$ cat src/design/plh_pkg.sv
// Shared types and constants for the pit/land run-length histogram.
package plh_pkg;

	// Command codes on the input channel.
	localparam logic [1:0] CMD_ADD   = 2'd0;
	localparam logic [1:0] CMD_CLEAR = 2'd1;
	localparam logic [1:0] CMD_READ  = 2'd2;

	// Scale mode codes; the unused code behaves as no scaling.
	localparam logic [1:0] SCALE_NONE = 2'd0;
	localparam logic [1:0] SCALE_121  = 2'd1;
	localparam logic [1:0] SCALE_1452 = 2'd2;

	// Q16 scale factors, all 17 bits wide.
	localparam logic [16:0] Q16_ONE    = 17'd65536;
	localparam logic [16:0] Q16_X1_21  = 17'd79299;
	localparam logic [16:0] Q16_X1_452 = 17'd95158;

	// Sample layout: pit flag on top, raw length below it.
	localparam int PIT_BIT = 15;
	localparam int LEN_W   = 15;

	localparam int          COUNT_W   = 32;
	localparam logic [31:0] COUNT_MAX = 32'hFFFF_FFFF;

	// Depth of the queue between front and back.
	localparam int QUEUE_DEPTH = 4;
	localparam int QPTR_W      = 2;

	// Work kinds that travel through the queue.
	typedef enum logic [1:0] {
		KIND_ADD,
		KIND_CLEAR,
		KIND_READ
	} plh_kind_t;

	// Classified request header.
	typedef struct packed {
		plh_kind_t kind;
		logic      table_sel;
		logic      oob;
	} plh_hdr_t;

	// Back-end sequencer states.
	typedef enum logic [1:0] {
		BK_INIT,
		BK_RUN,
		BK_CLEAR
	} plh_back_state_t;

endpackage

$ cat src/design/plh_front.sv
// Front end: configuration register, request capture, scaling and bin selection.
module plh_front import plh_pkg::*; #(
	parameter int BINS = 512
) (
	input  logic                     clk,
	input  logic                     arst_n,
	input  logic                     cfg_valid,
	output logic                     cfg_ready,
	input  logic [1:0]               scale_mode,
	input  logic                     in_valid,
	output logic                     in_stall,
	input  logic [1:0]               command,
	input  logic [15:0]              sample,
	input  logic [8:0]               bin_index,
	input  logic                     table_select,
	input  logic                     hold,
	input  logic                     q_full,
	output logic                     push_valid,
	output plh_hdr_t                 push_hdr,
	output logic [$clog2(BINS)-1:0]  push_addr
);

	localparam int ADDR_W = $clog2(BINS);

	logic [1:0]       scale_q;
	logic             valid_s1;
	logic [1:0]       cmd_s1;
	logic [15:0]      sample_s1;
	logic [8:0]       idx_s1;
	logic             tsel_s1;

	logic             keep;
	plh_kind_t        kind;
	logic [16:0]      coef;
	logic [31:0]      prod;
	logic [31:0]      scaled_w;
	logic [31:0]      idx_w;
	logic [ADDR_W-1:0] bin_addr;
	logic             s1_free;
	logic             accept;

	// The register port never pushes back.
	assign cfg_ready = 1'b1;

	always_ff @(posedge clk or negedge arst_n) begin
		if (!arst_n) begin
			scale_q <= SCALE_NONE;
		end else if (cfg_valid) begin
			scale_q <= scale_mode;
		end
	end

	// Decode the command; the unused code is dropped here.
	always_comb begin
		keep = 1'b1;
		kind = KIND_ADD;
		unique case (cmd_s1)
			CMD_ADD: begin
				kind = KIND_ADD;
			end
			CMD_CLEAR: begin
				kind = KIND_CLEAR;
			end
			CMD_READ: begin
				kind = KIND_READ;
			end
			default: begin
				keep = 1'b0;
			end
		endcase
	end

	// Scale the raw length by a Q16 factor; no scaling uses a factor of one.
	always_comb begin
		case (scale_q)
			SCALE_121:  coef = Q16_X1_21;
			SCALE_1452: coef = Q16_X1_452;
			default:    coef = Q16_ONE;
		endcase
	end

	assign prod     = {17'b0, sample_s1[LEN_W-1:0]} * {15'b0, coef};
	assign scaled_w = {16'b0, prod[31:16]};
	assign idx_w    = {23'b0, idx_s1};

	// Long lengths land in the last bin.
	always_comb begin
		if (scaled_w > 32'(BINS - 1)) begin
			bin_addr = ADDR_W'(BINS - 1);
		end else begin
			bin_addr = scaled_w[ADDR_W-1:0];
		end
	end

	// Build the queue request.
	always_comb begin
		push_hdr.kind      = kind;
		push_hdr.table_sel = (kind == KIND_ADD) ? sample_s1[PIT_BIT] : tsel_s1;
		push_hdr.oob       = (idx_w >= 32'(BINS));
		push_addr          = (kind == KIND_ADD) ? bin_addr : idx_w[ADDR_W-1:0];
	end

	assign push_valid = valid_s1 && keep && !q_full;
	assign s1_free    = !valid_s1 || !keep || !q_full;
	assign in_stall   = hold || !s1_free;
	assign accept     = in_valid && !in_stall;

	// Capture stage.
	always_ff @(posedge clk or negedge arst_n) begin
		if (!arst_n) begin
			valid_s1 <= 1'b0;
		end else if (s1_free) begin
			valid_s1 <= accept;
		end
	end

	always_ff @(posedge clk) begin
		if (accept) begin
			cmd_s1    <= command;
			sample_s1 <= sample;
			idx_s1    <= bin_index;
			tsel_s1   <= table_select;
		end
	end

endmodule

$ cat config.mk
export PLATFORM = sky130hd
export DESIGN_NAME = plh_front
export DESIGN_NICKNAME = d
export VERILOG_FILES = /design/src/design/plh_pkg.sv /design/src/design/plh_front.sv
export SDC_FILE = /design/constraint.sdc
export NUM_CORES = 1
export LEC_CHECK = 0
export BUFFER_PORTS_ARGS = -buffer_cell sky130_fd_sc_hd__buf_2
export CAP_MARGIN = 25
export CORE_UTILIZATION = 29
export CTS_BUF_LIST = sky130_fd_sc_hd__clkbuf_2
export CTS_CLUSTER_DIAMETER = 100
export CTS_CLUSTER_SIZE = 25
export DETAILED_ROUTE_END_ITERATION = 10
export SKIP_CTS_REPAIR_TIMING = 1
export SLEW_MARGIN = 40
export SYNTH_ARGS = -nofsm -noshare
export SYNTH_HDL_FRONTEND = slang
export SYNTH_SLANG_ARGS = --single-unit
$ cat constraint.sdc
create_clock -name clk -period 12.4 [get_ports clk]
set_input_delay 1.24 -clock clk [delete_from_list [all_inputs] [get_ports clk]]
set_output_delay 1.24 -clock clk [all_outputs]
set_load 0.01 [all_outputs]
Word-level counts from Yosys, hierarchy flattened
Cells that the tools add are included.

Shift-type cells: 0. Add/sub/neg operators: 0. Mux-type cells: 6. Bitwise gates (word level): 0. $lt $le $gt $ge: 2. Multipliers: 1. Divide/modulo/power cells: 0. Reductions and logical operators: 14. Eq/ne operators: 4.

Operators with widths (number): 15-bit by 17-bit multiplier with 32-bit output (1); 15-bit one-hot mux with 2 select lines (1); 9-bit 2-to-1 mux (2); 16-bit by 9-bit > comparator with 1-bit output (second input constant) (1); 9-bit by 10-bit greater-or-equal comparator with 1-bit output (second input constant) (1); 1-bit logical NOT (5); 2-bit by 1-bit == test with 1-bit output (second input constant) (2); 2-bit == test (second input constant) (2); 2-bit logical NOT (2); 2-bit one-hot mux with 2 select lines (1); 1-bit logical AND (3); 1-bit logical OR (3); 3-bit OR reduction (1); 1-bit 2-to-1 mux (2).

Memory bits (writable): 0. Latch bits: 0. Register bits after elaboration: 31. Memories kept: 0. Logic and storage cells: 33. Bits in read-only memories: 0. Output and inout bits: 16. Bits of input ports: 36.

Depth between registers and ports, before layout
Depth in word-level cells: 10. Depth in mapped cells: 27.

Worst setup path before layout
Ideal clock, no wire load.

Path type: register to output. Start point: reg scale_q[0]. End point: out push_addr[0]. Stages on the path, launching flop included: 28. Path slack: 4.751 ns. Arrival: 6.409 ns. Path through: dfrtp_1 -> inv_1 -> ha_1 -> clkbuf_1 -> nand2b_1 -> inv_1 -> fa_1 -> inv_1 -> fa_1 -> inv_1 -> fa_1 -> inv_1 -> fa_1 -> inv_1 -> fa_1 -> inv_1 -> fa_1 -> inv_1 -> ha_1 -> nand2_1 -> nor4_2 -> a32oi_2 -> a21o_1 -> a211oi_2 -> a211oi_1 -> and4b_1 -> buf_6 -> a31oi_1.

Word-level cells in the longest chain between the ends: 6. Elaborated cells on any way between the ends: 7.

RTL lines: start: declaration (line plh_front.sv:25) `logic [1:0] scale_q;`; start signal: assignment (line plh_front.sv:49) `scale_q <= scale_mode;`; 2-bit == test / 2-bit by 1-bit == test with 1-bit output (equally long branches) (line plh_front.sv:75) `case (scale_q)`; 15-bit one-hot mux with 2 select lines (*) (line plh_front.sv:75); 15-bit by 17-bit multiplier with 32-bit output (*) (line plh_front.sv:82) `assign prod = {17'b0, sample_s1[LEN_W-1:0]} * {15'b0, coef};`; 16-bit by 9-bit > comparator with 1-bit output (line plh_front.sv:88) `if (scaled_w > 32'(BINS - 1)) begin`; 9-bit 2-to-1 mux (*) (line plh_front.sv:88); 9-bit 2-to-1 mux (*) (line plh_front.sv:100) `push_addr = (kind == KIND_ADD) ? bin_addr : idx_w[ADDR_W-1:0];`; end: declaration (line plh_front.sv:20) `output logic [$clog2(BINS)-1:0] push_addr`.

Mark *: on every way between the ends. The rest lies on a longest branch, timed or not.

Worst setup path after layout
Start point: reg scale_q[0]. End point: out push_addr[5].

Same word-level chain as after synthesis.

==> results.md <==
* Chip width at 166.8 um
* Wire length on met3 at 589 um
* Detailed placer's ending HPWL at around 17000 um
* Crit path largest cell delay at 570 ps
* CP max-delay cell: fa_1
* Largest net degree at the start of global routing at 18
* Setup crit start kind: flip-flop
* WP data required at between 10000 and 15000 ps
* Number of distinct library cells after synthesis at 52
* CTS root buf: clkbuf_2
* Commonest cells post-synth: inv_1, fa_1, ha_1
* Filler Cell Count at around 2700
* Core area at between 20000 and 30000 um^2
* DR WL met2 at approximately 8800 um
* Least-Margin Pin Slew at 693.1 ps
* Initial Utilization at 29.89%
* Main synth FF type: edfxtp_1
* Vias at 5501
* Die Height at between 150 and 200 um
* Top cell by count, worst path: inv_1
* Critical path type: flip-flop to output port
* DRC viols at 0
* Clock transition at path regs at around 200 ps
* Final period util at 74.13%
* Crit. End Element: output port
* Final net count at between 1000 and 1500
* Total CTS buffers at 5
* WL met1 at between 8000 and 9000 um
* Final WS setup at 3208 ps
* First-pass GRT wire length at roughly 31000 um
* Die ar. at 27820 um^2
* #FFs+latches synth at 31
* Max-slew violation count at 0
* Post-synth top area share at a little over a third
* Final WL at 18100 um
* DRT Pass-1 Iters at 5
* FFs w/ async S/R, synth at 9.677%
* Minimum clock period after layout at 9192 ps
* GRT overflow at 0
* Syn nets at 1134
* Clk sinks at 31
* # port buffers at 49
* Final instance area at around 8600 um^2
* Syn Std Cell Area at 7876 um^2
* Area leader, netlist: fa_1
* HP Class: input pin to asynchronous set/reset pin
* Mean Syn Cell Area at 9.535 um^2
* Cells after Synth at 826
* I/O pin count at 52
* Clock Path Buffers at 2
* Status: complete, no violations
* Initial antenna violation count at 1
* Clock Latency Late Sink at 410 ps
* MaxCap Viol Count at 0
* Number of synthesized flops with an enable pin at 28
* Maximum clock frequency at roughly 110 MHz
* Unrepaired setup endpoints after global routing: false
* Vias in the first global route at between 5000 and 6000
* Synth Warn # at 0
* Final hold violations at 0
* Wire per inst at 14.97 um
* Share of layout cells above drive strength 1 at roughly 8%
* Final setup skew at 23.05 ps
* Overall routing resource usage at roughly 14%
* Placement-stage cell area at between 8000 and 9000 um^2
* Worst-path maximum fanout at 15
* CP arrival at 7950 ps
* Dpl ws at 3674 ps
* Num rows at 59
* Final Hold Slack at between 500 and 600 ps
* Area grow syn2layout at 8.610%
* CTS tree: done
* Sequential area share after synthesis at about an eighth
* Sum of negative setup slack at 0 ps
* Routability cong. at 0.8805
* Slew headroom at 53.46%
* Final setup violation count at 0
* Remaining antenna violation count at 0
* Area contributors post-synth: fa_1, ha_1, inv_1, edfxtp_1, a21oi_1
* Vias per cell at 4.550
* Top sig layer: met4
* DRT iter0 DRCs at roughly 330
* H-Tree Depth at 2
* Count leader, synth: inv_1
==> registers in the layout (all words and copies together) (netlist names) <==
name       cells
tsel_s1        1
idx_s1         9
sample_s1     16
scale_q        2
cmd_s1         2
valid_s1       1
==> cells by family (layout without fill, tap and decap cells) <==
kind of cell	Yosys count	after routing	share of synthesized area (%)
DFF	31	31	11.63
xor gates and xnor gates	14	14	1.557
and+or+nand+nor	145	145	8.991
AOI/OAI and AO/OA	110	110	8.674
adders and majority gates	272	272	56.36
buffers and inverters	248	295	12.10
other	2	3	0.09535
muxes	4	4	0.5877
==> per-stage QoR <==
step           util [%]  instances
2_1_floorplan         -        826
3_3_place_gp      32.19       1199
3_5_place_dp      32.30       1200
4_1_cts           32.45       1208
5_1_grt           32.46       1209
6_report          32.46       1209
==> routing by layer <==
| layer | global-route usage (%) | up-vias |
|---|---|---|
| met1 | 19.14 | 2692 |
| met5 | 0 | - |
| met4 | 3.100 | 0 |
| met3 | 1.663 | 16 |
| li1 | - | 2682 |
| met2 | 23.71 | 111 |
==> final cells by class <==
type	count	area, um^2	area share [%]
well taps	335	419.2	4.900
multi-input cells	547	6015	70.31
repair buffers	50	272.8	3.189
inverters	237	889.6	10.40
clock buffers	5	25.02	0.2925
diodes	1	2.502	0.02925
clock inverters	3	15.01	0.1755
flip-flops and latches	31	915.9	10.71
==> layout by cell type (no fill, tap or decap), types with 7 or more instances in the layout <==
| cell | netlist | final |
|---|---|---|
| a31oi_1 | 12 | 12 |
| nor2_1 | 40 | 39 |
| nor2b_1 | 8 | 8 |
| a21oi_1 | 37 | 37 |
| a21o_1 | 10 | 10 |
| and2_1 | 18 | 18 |
| o21ai_0 | 24 | 24 |
| nand2_1 | 43 | 43 |
| nand2b_1 | 9 | 9 |
| buf_2 | 0 | 49 |
| a211oi_1 | 7 | 7 |
| ha_1 | 134 | 134 |
| inv_1 | 237 | 237 |
| fa_1 | 138 | 138 |
| xnor2_1 | 8 | 8 |
| edfxtp_1 | 28 | 28 |
==> critical path: cells and delay by family, from the launching register on <==
family / cells / cell delay [ps]
xor gates and xnor gates: 1 / 570
AOI/OAI and AO/OA: 5 / 1270
and+or+nand+nor: 3 / 610
adders and majority gates: 8 / 3980
buffers and inverters: 8 / 660
DFF: 1 / 430
==> final timing paths <==
check,from,end,slack (ps),cells past startpoint
min in group clk,scale_q[1],scale_q[1],600,2
max in group asynchronous,arst_n,valid_s1,11730,1
min reg2reg,scale_q[1],scale_q[1],600,2
min,arst_n,scale_q[0],570,1
max,scale_q[0],push_addr[5],3210,25
max reg2reg,cmd_s1[0],idx_s1[0],10600,5
Power is not shown: default switching activity piles up to over one toggle a cycle in this logic, so the estimate is an artifact.
