`src/design/plh_pkg.sv`:
```
// Shared types and constants for the pit/land run-length histogram.
package plh_pkg;

	// Command codes on the input channel.
	localparam logic [1:0] CMD_ADD   = 2'd0;
	localparam logic [1:0] CMD_CLEAR = 2'd1;
	localparam logic [1:0] CMD_READ  = 2'd2;

	// Scale mode codes; the unused code behaves as no scaling.
	localparam logic [1:0] SCALE_NONE = 2'd0;
	localparam logic [1:0] SCALE_121  = 2'd1;
	localparam logic [1:0] SCALE_1452 = 2'd2;

	// Q16 scale factors, all 17 bits wide.
	localparam logic [16:0] Q16_ONE    = 17'd65536;
	localparam logic [16:0] Q16_X1_21  = 17'd79299;
	localparam logic [16:0] Q16_X1_452 = 17'd95158;

	// Sample layout: pit flag on top, raw length below it.
	localparam int PIT_BIT = 15;
	localparam int LEN_W   = 15;

	localparam int          COUNT_W   = 32;
	localparam logic [31:0] COUNT_MAX = 32'hFFFF_FFFF;

	// Depth of the queue between front and back.
	localparam int QUEUE_DEPTH = 4;
	localparam int QPTR_W      = 2;

	// Work kinds that travel through the queue.
	typedef enum logic [1:0] {
		KIND_ADD,
		KIND_CLEAR,
		KIND_READ
	} plh_kind_t;

	// Classified request header.
	typedef struct packed {
		plh_kind_t kind;
		logic      table_sel;
		logic      oob;
	} plh_hdr_t;

	// Back-end sequencer states.
	typedef enum logic [1:0] {
		BK_INIT,
		BK_RUN,
		BK_CLEAR
	} plh_back_state_t;

endpackage

```
`src/design/plh_queue.sv`:
```
// Short request queue between the front and back ends.
module plh_queue import plh_pkg::*; #(
	parameter int ADDR_W = 9
) (
	input  logic              clk,
	input  logic              arst_n,
	input  logic              push_valid,
	input  plh_hdr_t          push_hdr,
	input  logic [ADDR_W-1:0] push_addr,
	output logic              full,
	input  logic              pop,
	output logic              head_valid,
	output plh_hdr_t          head_hdr,
	output logic [ADDR_W-1:0] head_addr
);

	plh_hdr_t          hdr_q  [QUEUE_DEPTH];
	logic [ADDR_W-1:0] addr_q [QUEUE_DEPTH];
	logic [QPTR_W-1:0] wr_ptr_q;
	logic [QPTR_W-1:0] rd_ptr_q;
	logic [QPTR_W:0]   count_q;

	assign full       = (count_q == (QPTR_W + 1)'(QUEUE_DEPTH));
	assign head_valid = (count_q != '0);
	assign head_hdr   = hdr_q[rd_ptr_q];
	assign head_addr  = addr_q[rd_ptr_q];

	// Pointers and fill count.
	always_ff @(posedge clk or negedge arst_n) begin
		if (!arst_n) begin
			wr_ptr_q <= '0;
			rd_ptr_q <= '0;
			count_q  <= '0;
		end else begin
			if (push_valid) begin
				wr_ptr_q <= wr_ptr_q + 1'b1;
			end
			if (pop) begin
				rd_ptr_q <= rd_ptr_q + 1'b1;
			end
			if (push_valid && !pop) begin
				count_q <= count_q + 1'b1;
			end else if (pop && !push_valid) begin
				count_q <= count_q - 1'b1;
			end
		end
	end

	// Entry storage.
	always_ff @(posedge clk) begin
		if (push_valid) begin
			hdr_q[wr_ptr_q]  <= push_hdr;
			addr_q[wr_ptr_q] <= push_addr;
		end
	end

endmodule

```
`config.mk`:
```
export PLATFORM = sky130hd
export DESIGN_NAME = plh_queue
export DESIGN_NICKNAME = d
export VERILOG_FILES = /design/src/design/plh_pkg.sv /design/src/design/plh_queue.sv
export SDC_FILE = /design/constraint.sdc
export NUM_CORES = 1
export LEC_CHECK = 0
export BUFFER_PORTS_ARGS = -buffer_cell sky130_fd_sc_hd__buf_2
export CAP_MARGIN = 20
export CORE_MARGIN = 2
export CORE_UTILIZATION = 55
export DETAILED_ROUTE_END_ITERATION = 8
export PLACE_DENSITY = 0.77
export SLEW_MARGIN = 20
export SYNTH_ARGS = -nofsm -noshare
export SYNTH_HDL_FRONTEND = slang
export SYNTH_SLANG_ARGS = --single-unit
```
`constraint.sdc`:
```
create_clock -name clk -period 1.8 [get_ports clk]
set_clock_uncertainty 0.1 [all_clocks]
set_input_delay 0.09 -clock clk [delete_from_list [all_inputs] [get_ports clk]]
set_output_delay 0.09 -clock clk [all_outputs]
set_load 0.005 [all_outputs]
```
# After elaboration in Yosys (flattened, before gate mapping)
# Memories as Yosys holds them, arrays and structs flattened.
# Cells that the tools add are included.
# Widths: inputs -> output; s select.
# op_classes
add_sub_neg	4
n_eq_ne	1
mux	4
n_reduce_logical	6
# op_table
operator	n
$mux 3	2
$add 2x1->2 const B	2
$add 3x1->3 const B	1
$eq 3x3->1 const B	1
$reduce_bool 3->1	1
$sub 3x1->3 const B	1
$logic_and 1x1->1	2
$logic_not 1->1	2
$mux 1	2
$reduce_bool 2->1	1
# word_totals
ff_bits	7
ram_bits	52
out_inout_bits	15
memories	2
# memory_table
name	depth	width	read_ports	rd_clocked_by_memory_dff	wr	line_no	rtl
addr_q	4	9	1	0	1	plh_queue.sv:18	logic [ADDR_W-1:0] addr_q [QUEUE_DEPTH];
hdr_q	4	4	1	0	1	plh_queue.sv:17	plh_hdr_t hdr_q [QUEUE_DEPTH];

# Longest topological paths before layout
# Gate-level depths: netlist of the first run.
# depth
depth_word	4
ltp_mapped	7

# Least setup slack after synthesis of the first run
# No wires, ideal clock.
# synth_path
path_type	register to register
start	reg wr_ptr_q[0]
end	mem addr_q[0][0], enable pin
setup_ps	361
arrival_time_ps	985
setup_slack_ps	354
path_stages_with_launch	4
n_path_buf	0
cell_sequence	dfrtp_1 > inv_1 > ha_1 > and2_1
# synth_rtl
item	line_no	rtl
from (decl)	plh_queue.sv:19	logic [QPTR_W-1:0] wr_ptr_q;
from (signal assigned)	plh_queue.sv:36	wr_ptr_q <= wr_ptr_q + 1'b1;
to (decl)	plh_queue.sv:18	
# No word-level cell before the write port.

==> reports/qor.yml, run 1 <==
p_leak_nw: 1.05
setup_ws_ns: 0.0776
final_cell_area_um2: 2840
die_area_um2: 4720
crit_buf_inv: 2
hold_violations: 0
cts_tree: "built"
ys_ff_latch: 59
grt_overflow: 0
status: "finished clean"
synthCells: 102
path_clk_slew_ns: 0.05
min_period_over_period: 0.957
place_ws_ns: 0.198
first_pass_iters: 4
path_cells: "buf_6, mux4_1, buf_2"
numCtsBuffers: 9
vias: 1128
ff2ff_setup_slack_ns: 0.21
dp.cells: 187
yosysSeqAreaShare: 0.755
clockRootBuffer: "clkbuf_8"
area_growth_pct: 23.3
drc: 0
via_per_inst: 5.22
insertion_delay_ns: 0.32
ys_types: 19
r2r_start: "wr_ptr_q[0]$_DFFE_PN0P_"
antennaDiodeCount: 0
wirelength_um: 3720
ff2ff_path_depth: 2
critPathMaxFanout: 8
layout-drive-gt1-share: 0.373
path_class: "flop to output port"
fillers: 257
fin_util: 0.709
hold_class: "input pin to asynchronous set/reset pin"
htree_levels: 3
yosys_warnings: 0
slowest_delay_ns: 0.55
detail-route-antenna-nets: 0
grt_pass1_vias: 1214
gp_congestion: 0.694
end_kind: "output port"
grt_max_degree: 14
nNetsFinal: 187
wire_per_inst_um: 17.2
rsz0062_at_grt: "yes"
cp_data_required_time_ns: 1.61
ir_drop_mv: 0.841
drt_iter0_markers: 47
worstPathArrival_ns: 1.53
placementRows: 23
slew_headroom: 0.552
core_area_um2: 4000
drv_slew: 0
startpoint_type: "flop"
synth_area_um2: 2300
avgSynthCellArea_um2: 22.6
cp_slowest_cell: "mux4_1"
max-cap-violations: 0
max_freq_mhz: 581
ctsLongestPathBuffers: 2
regArea_um2: 1740
track_usage: 0.192
worst-slew-pin-transition_ns: 0.672
syn-num-nets: 125
fin_hold_ws_ns: 0.0558
start_util: 0.575
dpl_cell_area_um2: 2530
pin_count: 32
grt_pass1_wl_um: 5740
multi_input_area_um2: 503
setup_viol: 0
crit_cells: 3
timing.final.crit_period_ns: 1.72
final_cells: 216
cpLargestDelayFamily: "multiplexers"
die_x_um: 68.7
reg2reg_to: "addr_q[3][3]$_DFFE_PP_"
io_buffers: 31
clock_sinks: 59
antenna_found_initial: 0
die_h_um: 68.7
powerDensity_nw_per_um2: 1430
-- cell families (layout without fill, tap and decap cells) --
logic type,after synthesis,after routing,synth area share
buffers and inverters,7,71,0.0223
adder cells (fa/ha/maj),6,6,0.0359
flip-flops,59,59,0.755
AO/OA/AOI/OAI,1,1,0.00217
multiplexers,14,14,0.140
XOR/XNOR,6,6,0.0228
AND/OR/NAND/NOR,9,9,0.0218
-- layer usage --
metal,GRT usage,part of all wire,vias up
met2,0.326,0.53,25
met3,0.0584,0.037,8
met5,0,0,-
met4,0.120,0.017,0
met1,0.210,0.42,570
li1,-,-,525
-- worst reg2reg max path: stages (launching register included) --
cell     delay (ns)
dfrtp_1        0.41
ha_1           0.16
and2_1         0.55
-- layout by cell type, fill, tap and decap left out --
master,n
edfxtp_1,52
nor2_1,1
ha_2,1
mux4_1,1
dfrtp_1,7
clkbuf_8,9
or3_1,1
xor2_1,4
buf_2,29
inv_1,4
fa_2,1
xnor2_1,2
clkbuf_4,1
buf_4,6
dlygate4sd3_1,16
mux4_2,12
and2_1,4
nand2_1,2
clkbuf_1,3
nor3b_1,1
ha_1,4
o21ai_0,1
buf_6,2
mux2_2,1
clkinv_1,1
-- through the flow --
step           power (mW)  setup TNS [ns]
6_report             4.07               0
5_1_grt              4.33        -0.00198
4_1_cts              4.12               0
3_5_place_dp         3.18               0
3_3_place_gp         3.11               0
2_1_floorplan        2.74               0
-- state kept, by name (all words and copies together), names as in the netlist --
name	count
hdr_q	16
wr_ptr_q	2
rd_ptr_q	2
count_q	3
addr_q	36
-- area by class of cell --
class,count,area share
sequential,59,0.612
clock inverter,1,0.00132
clock buffer,12,0.0476
multi-input combinational,36,0.177
tap,50,0.0221
timing repair buffer,54,0.134
inverter,4,0.00529
-- report_power, final --
part           switching, mW  internal, mW  total [mW]
Clock                  0.407         0.471       0.879
Sequential             0.127          1.82        1.95
Combinational          0.568         0.674        1.24
Total                   1.10          2.97        4.07
-- worst max-delay path by stage --
stage | to | slack (ns) | start
final | head_hdr[0] | 0.08 | rd_ptr_q[0]$_DFFE_PN0P_
after global routing | head_addr[5] | -0.002 | rd_ptr_q[0]$_DFFE_PN0P_
after CTS | head_addr[8] | 0.03 | rd_ptr_q[0]$_DFFE_PN0P_
after detailed placement | addr_q[3][7]$_DFFE_PP_ | 0.20 | wr_ptr_q[0]$_DFFE_PN0P_
after global placement | addr_q[3][7]$_DFFE_PP_ | 0.24 | wr_ptr_q[0]$_DFFE_PN0P_
after floorplan | addr_q[0][0]$_DFFE_PP_ | 0.35 | wr_ptr_q[0]$_DFFE_PN0P_
-- repair_timing --
action                                  CTS  global route
pin swaps                                 0             2
hold buffers                             16             0
endpoints found under the setup margin    1             4
buffers inserted                          0             0
endpoints found under the hold margin    63             0
cloned                                    0             0
gates resized for setup                   2             7
-- cells in the mapped netlist --
cell      number  area (um2)
edfxtp_1      52        1560
mux4_2         8         180
dfrtp_1        7         175
ha_1           5        62.6
mux4_1         5         131
and2_1         4        25.0
inv_1          4        15.0
xor2_1         4        35.0
nand2_1        2        7.51
xnor2_1        2        17.5
buf_12         1        20.0
buf_2          1        5.00
buf_6          1        11.3
fa_1           1        20.0
mux2_2         1        11.3
nor2_1         1        3.75
nor3b_1        1        7.51
o21ai_0        1        5.00
or3_1          1        6.26
Note: power is estimated with default switching activity, not from simulation.
==> run 2: changes to the inputs <==
--- a/config.mk
+++ b/config.mk
@@ -11,6 +11,7 @@
 export CORE_UTILIZATION = 55
 export DETAILED_ROUTE_END_ITERATION = 8
 export PLACE_DENSITY = 0.77
+export REMOVE_ABC_BUFFERS = 1
 export SLEW_MARGIN = 20
 export SYNTH_ARGS = -nofsm -noshare
 export SYNTH_HDL_FRONTEND = slang
==> reports/qor.yml, run 2 (synthesis results as in run 1) <==
insertion_delay_ns: 0.33  # about the same
min_period_over_period: 0.973  # +0.0166
numCtsBuffers: 9  # unchanged
final_common_cell: "edfxtp_1"
layout-drive-gt1-share: 0.409  # +0.0359
path_clk_slew_ns: 0.07  # +0.02 ns
max_freq_mhz: 571  # -1.7%
slew_headroom: 0.583  # +0.0313
fin_hold_ws_ns: 0.0210  # -0.0348 ns
end_kind: "output port"
start_util: 0.575  # unchanged
drt_iter0_markers: 91  # +94%
path_class: "flop to output port"
drc: 0  # unchanged
hold_class: "input pin to asynchronous set/reset pin"
die_h_um: 68.7  # unchanged
die_area_um2: 4720  # unchanged
max-cap-violations: 0  # unchanged
grt_pass1_wl_um: 5960  # +3.9%
top_register: "addr_q"
worstPathArrival_ns: 1.56  # +0.03 ns
htree_levels: 3  # unchanged
ctsLongestPathBuffers: 2  # unchanged
cts_tree: "built"
startpoint_type: "flop"
antennaDiodeCount: 0  # unchanged
intPower_mw: 3.01  # +1.6%
wire_per_inst_um: 17.1  # -0.79%
dpl_cell_area_um2: 2540  # +0.30%
timing.final.crit_period_ns: 1.75  # +0.0298 ns
clockRootBuffer: "clkbuf_8"
largest_register_ffs: 36  # unchanged
critPathMaxFanout: 8  # unchanged
power_frac_clock: 0.236  # +0.020
ff2ff_setup_slack_ns: 0.22  # about the same
grt_max_degree: 14  # unchanged
gp_congestion: 0.693  # -0.14%
switchingPower_mw: 1.22  # +10%
grt_overflow: 0  # unchanged
detail-route-antenna-nets: 0  # unchanged
setup_viol: 0  # unchanged
mostFrequentLayoutCells: "edfxtp_1, buf_2, dlygate4sd3_1, mux4_2, clkbuf_8"
power_frac_seq: 0.461  # -0.018
swShare: 0.288  # +0.0169
worst-slew-pin-transition_ns: 0.625  # -0.0470 ns
placementRows: 23  # unchanged
die_x_um: 68.7  # unchanged
powerDensity_nw_per_um2: 1470  # +2.4%
nNetsFinal: 189  # +1.1%
cp_data_required_time_ns: 1.61  # about the same
reg_top3: "addr_q (36), hdr_q (16), count_q (3)"
fin_util: 0.720  # +0.0106
io_buffers: 31  # unchanged
dp_hpwl_um: 2490
drv_slew: 0  # unchanged
status: "finished clean"
first_pass_iters: 4  # unchanged
grt_pass1_vias: 1188  # -2.1%
clock_sinks: 59  # unchanged
comb_power_share: 0.303  # -0.002
ir_drop_mv: 0.772  # -8.2%
hold_violations: 0  # unchanged
rsz0062_at_grt: "yes"
antenna_found_initial: 0  # unchanged
area_growth_pct: 25.1
via_per_inst: 5.12  # -1.9%
wirelength_um: 3780  # +1.5%
final_cell_area_um2: 2880  # +1.5%
vias: 1132  # +0.35%
pin_count: 32  # unchanged
p_leak_nw: 1.07  # +1.7%
core_area_um2: 4000  # unchanged
track_usage: 0.196  # +0.00423
run 2: metal layers:
metal | share of wire | GRT usage | routed length, um
met1 | 0.40 | 0.232 | 1500
met2 | 0.54 | 0.317 | 2030
met3 | 0.048 | 0.0682 | 180
met4 | 0.018 | 0.105 | 67
met5 | 0 | 0 | 0
run 2: worst paths after layout:
path,from,to,depth (start not counted)
min reg2reg,count_q[2]$_DFFE_PN0P_,count_q[2]$_DFFE_PN0P_,1
max reg2reg,wr_ptr_q[0]$_DFFE_PN0P_,hdr_q[3][2]$_DFFE_PP_,2
max in group asynchronous,arst_n,wr_ptr_q[1]$_DFFE_PN0P_,2
min in group clk,count_q[2]$_DFFE_PN0P_,count_q[2]$_DFFE_PN0P_,1
max,rd_ptr_q[0]$_DFFE_PN0P_,head_addr[0],3
min,arst_n,count_q[2]$_DFFE_PN0P_,2
run 2: what timing repair did:
item	CTS	global route
cloned	0	0
hold buffers	16	0
resized for setup	4	5
buffers inserted	0	1
pin swaps	0	1
endpoints found under the hold margin	63	0
setup endpoints to repair	3	5
run 2: critical path, stage by stage (launching register included):
cell     delay, ns
dfrtp_1       0.38
buf_6         0.18
mux4_2        0.52
buf_2         0.14
run 2: metrics by stage:
step / setup WS, ns / TNS (ns) / power, mW / std cells
2_1_floorplan: 0.235 / 0 / 2.64 / 99
4_1_cts: 0.00320 / 0 / 4.25 / 220
6_report: 0.0478 / 0 / 4.23 / 221
5_1_grt: -0.0170 / -0.0272 / 4.49 / 221
3_3_place_gp: 0.243 / 0 / 3.12 / 188
3_5_place_dp: 0.219 / 0 / 3.20 / 188
run 2: power by group through the flow:
stage	registers [mW]	logic [mW]	clock network (mW)
after floorplan	2.02	0.621	0
after global placement	1.94	1.18	0
after detailed placement	1.97	1.23	0
after CTS	1.95	1.29	1.02
after global routing	1.97	1.43	1.09
final	1.95	1.28	1.00
run 2: cell type report:
type	count	area (um2)
flip-flops and latches	59	1740
fillers	252	1120
multi-input cells	36	503
repair buffers	56	393
clock buffers	9	124
well taps	50	62.6
clock inverters	7	45.0
inverters	4	15.0
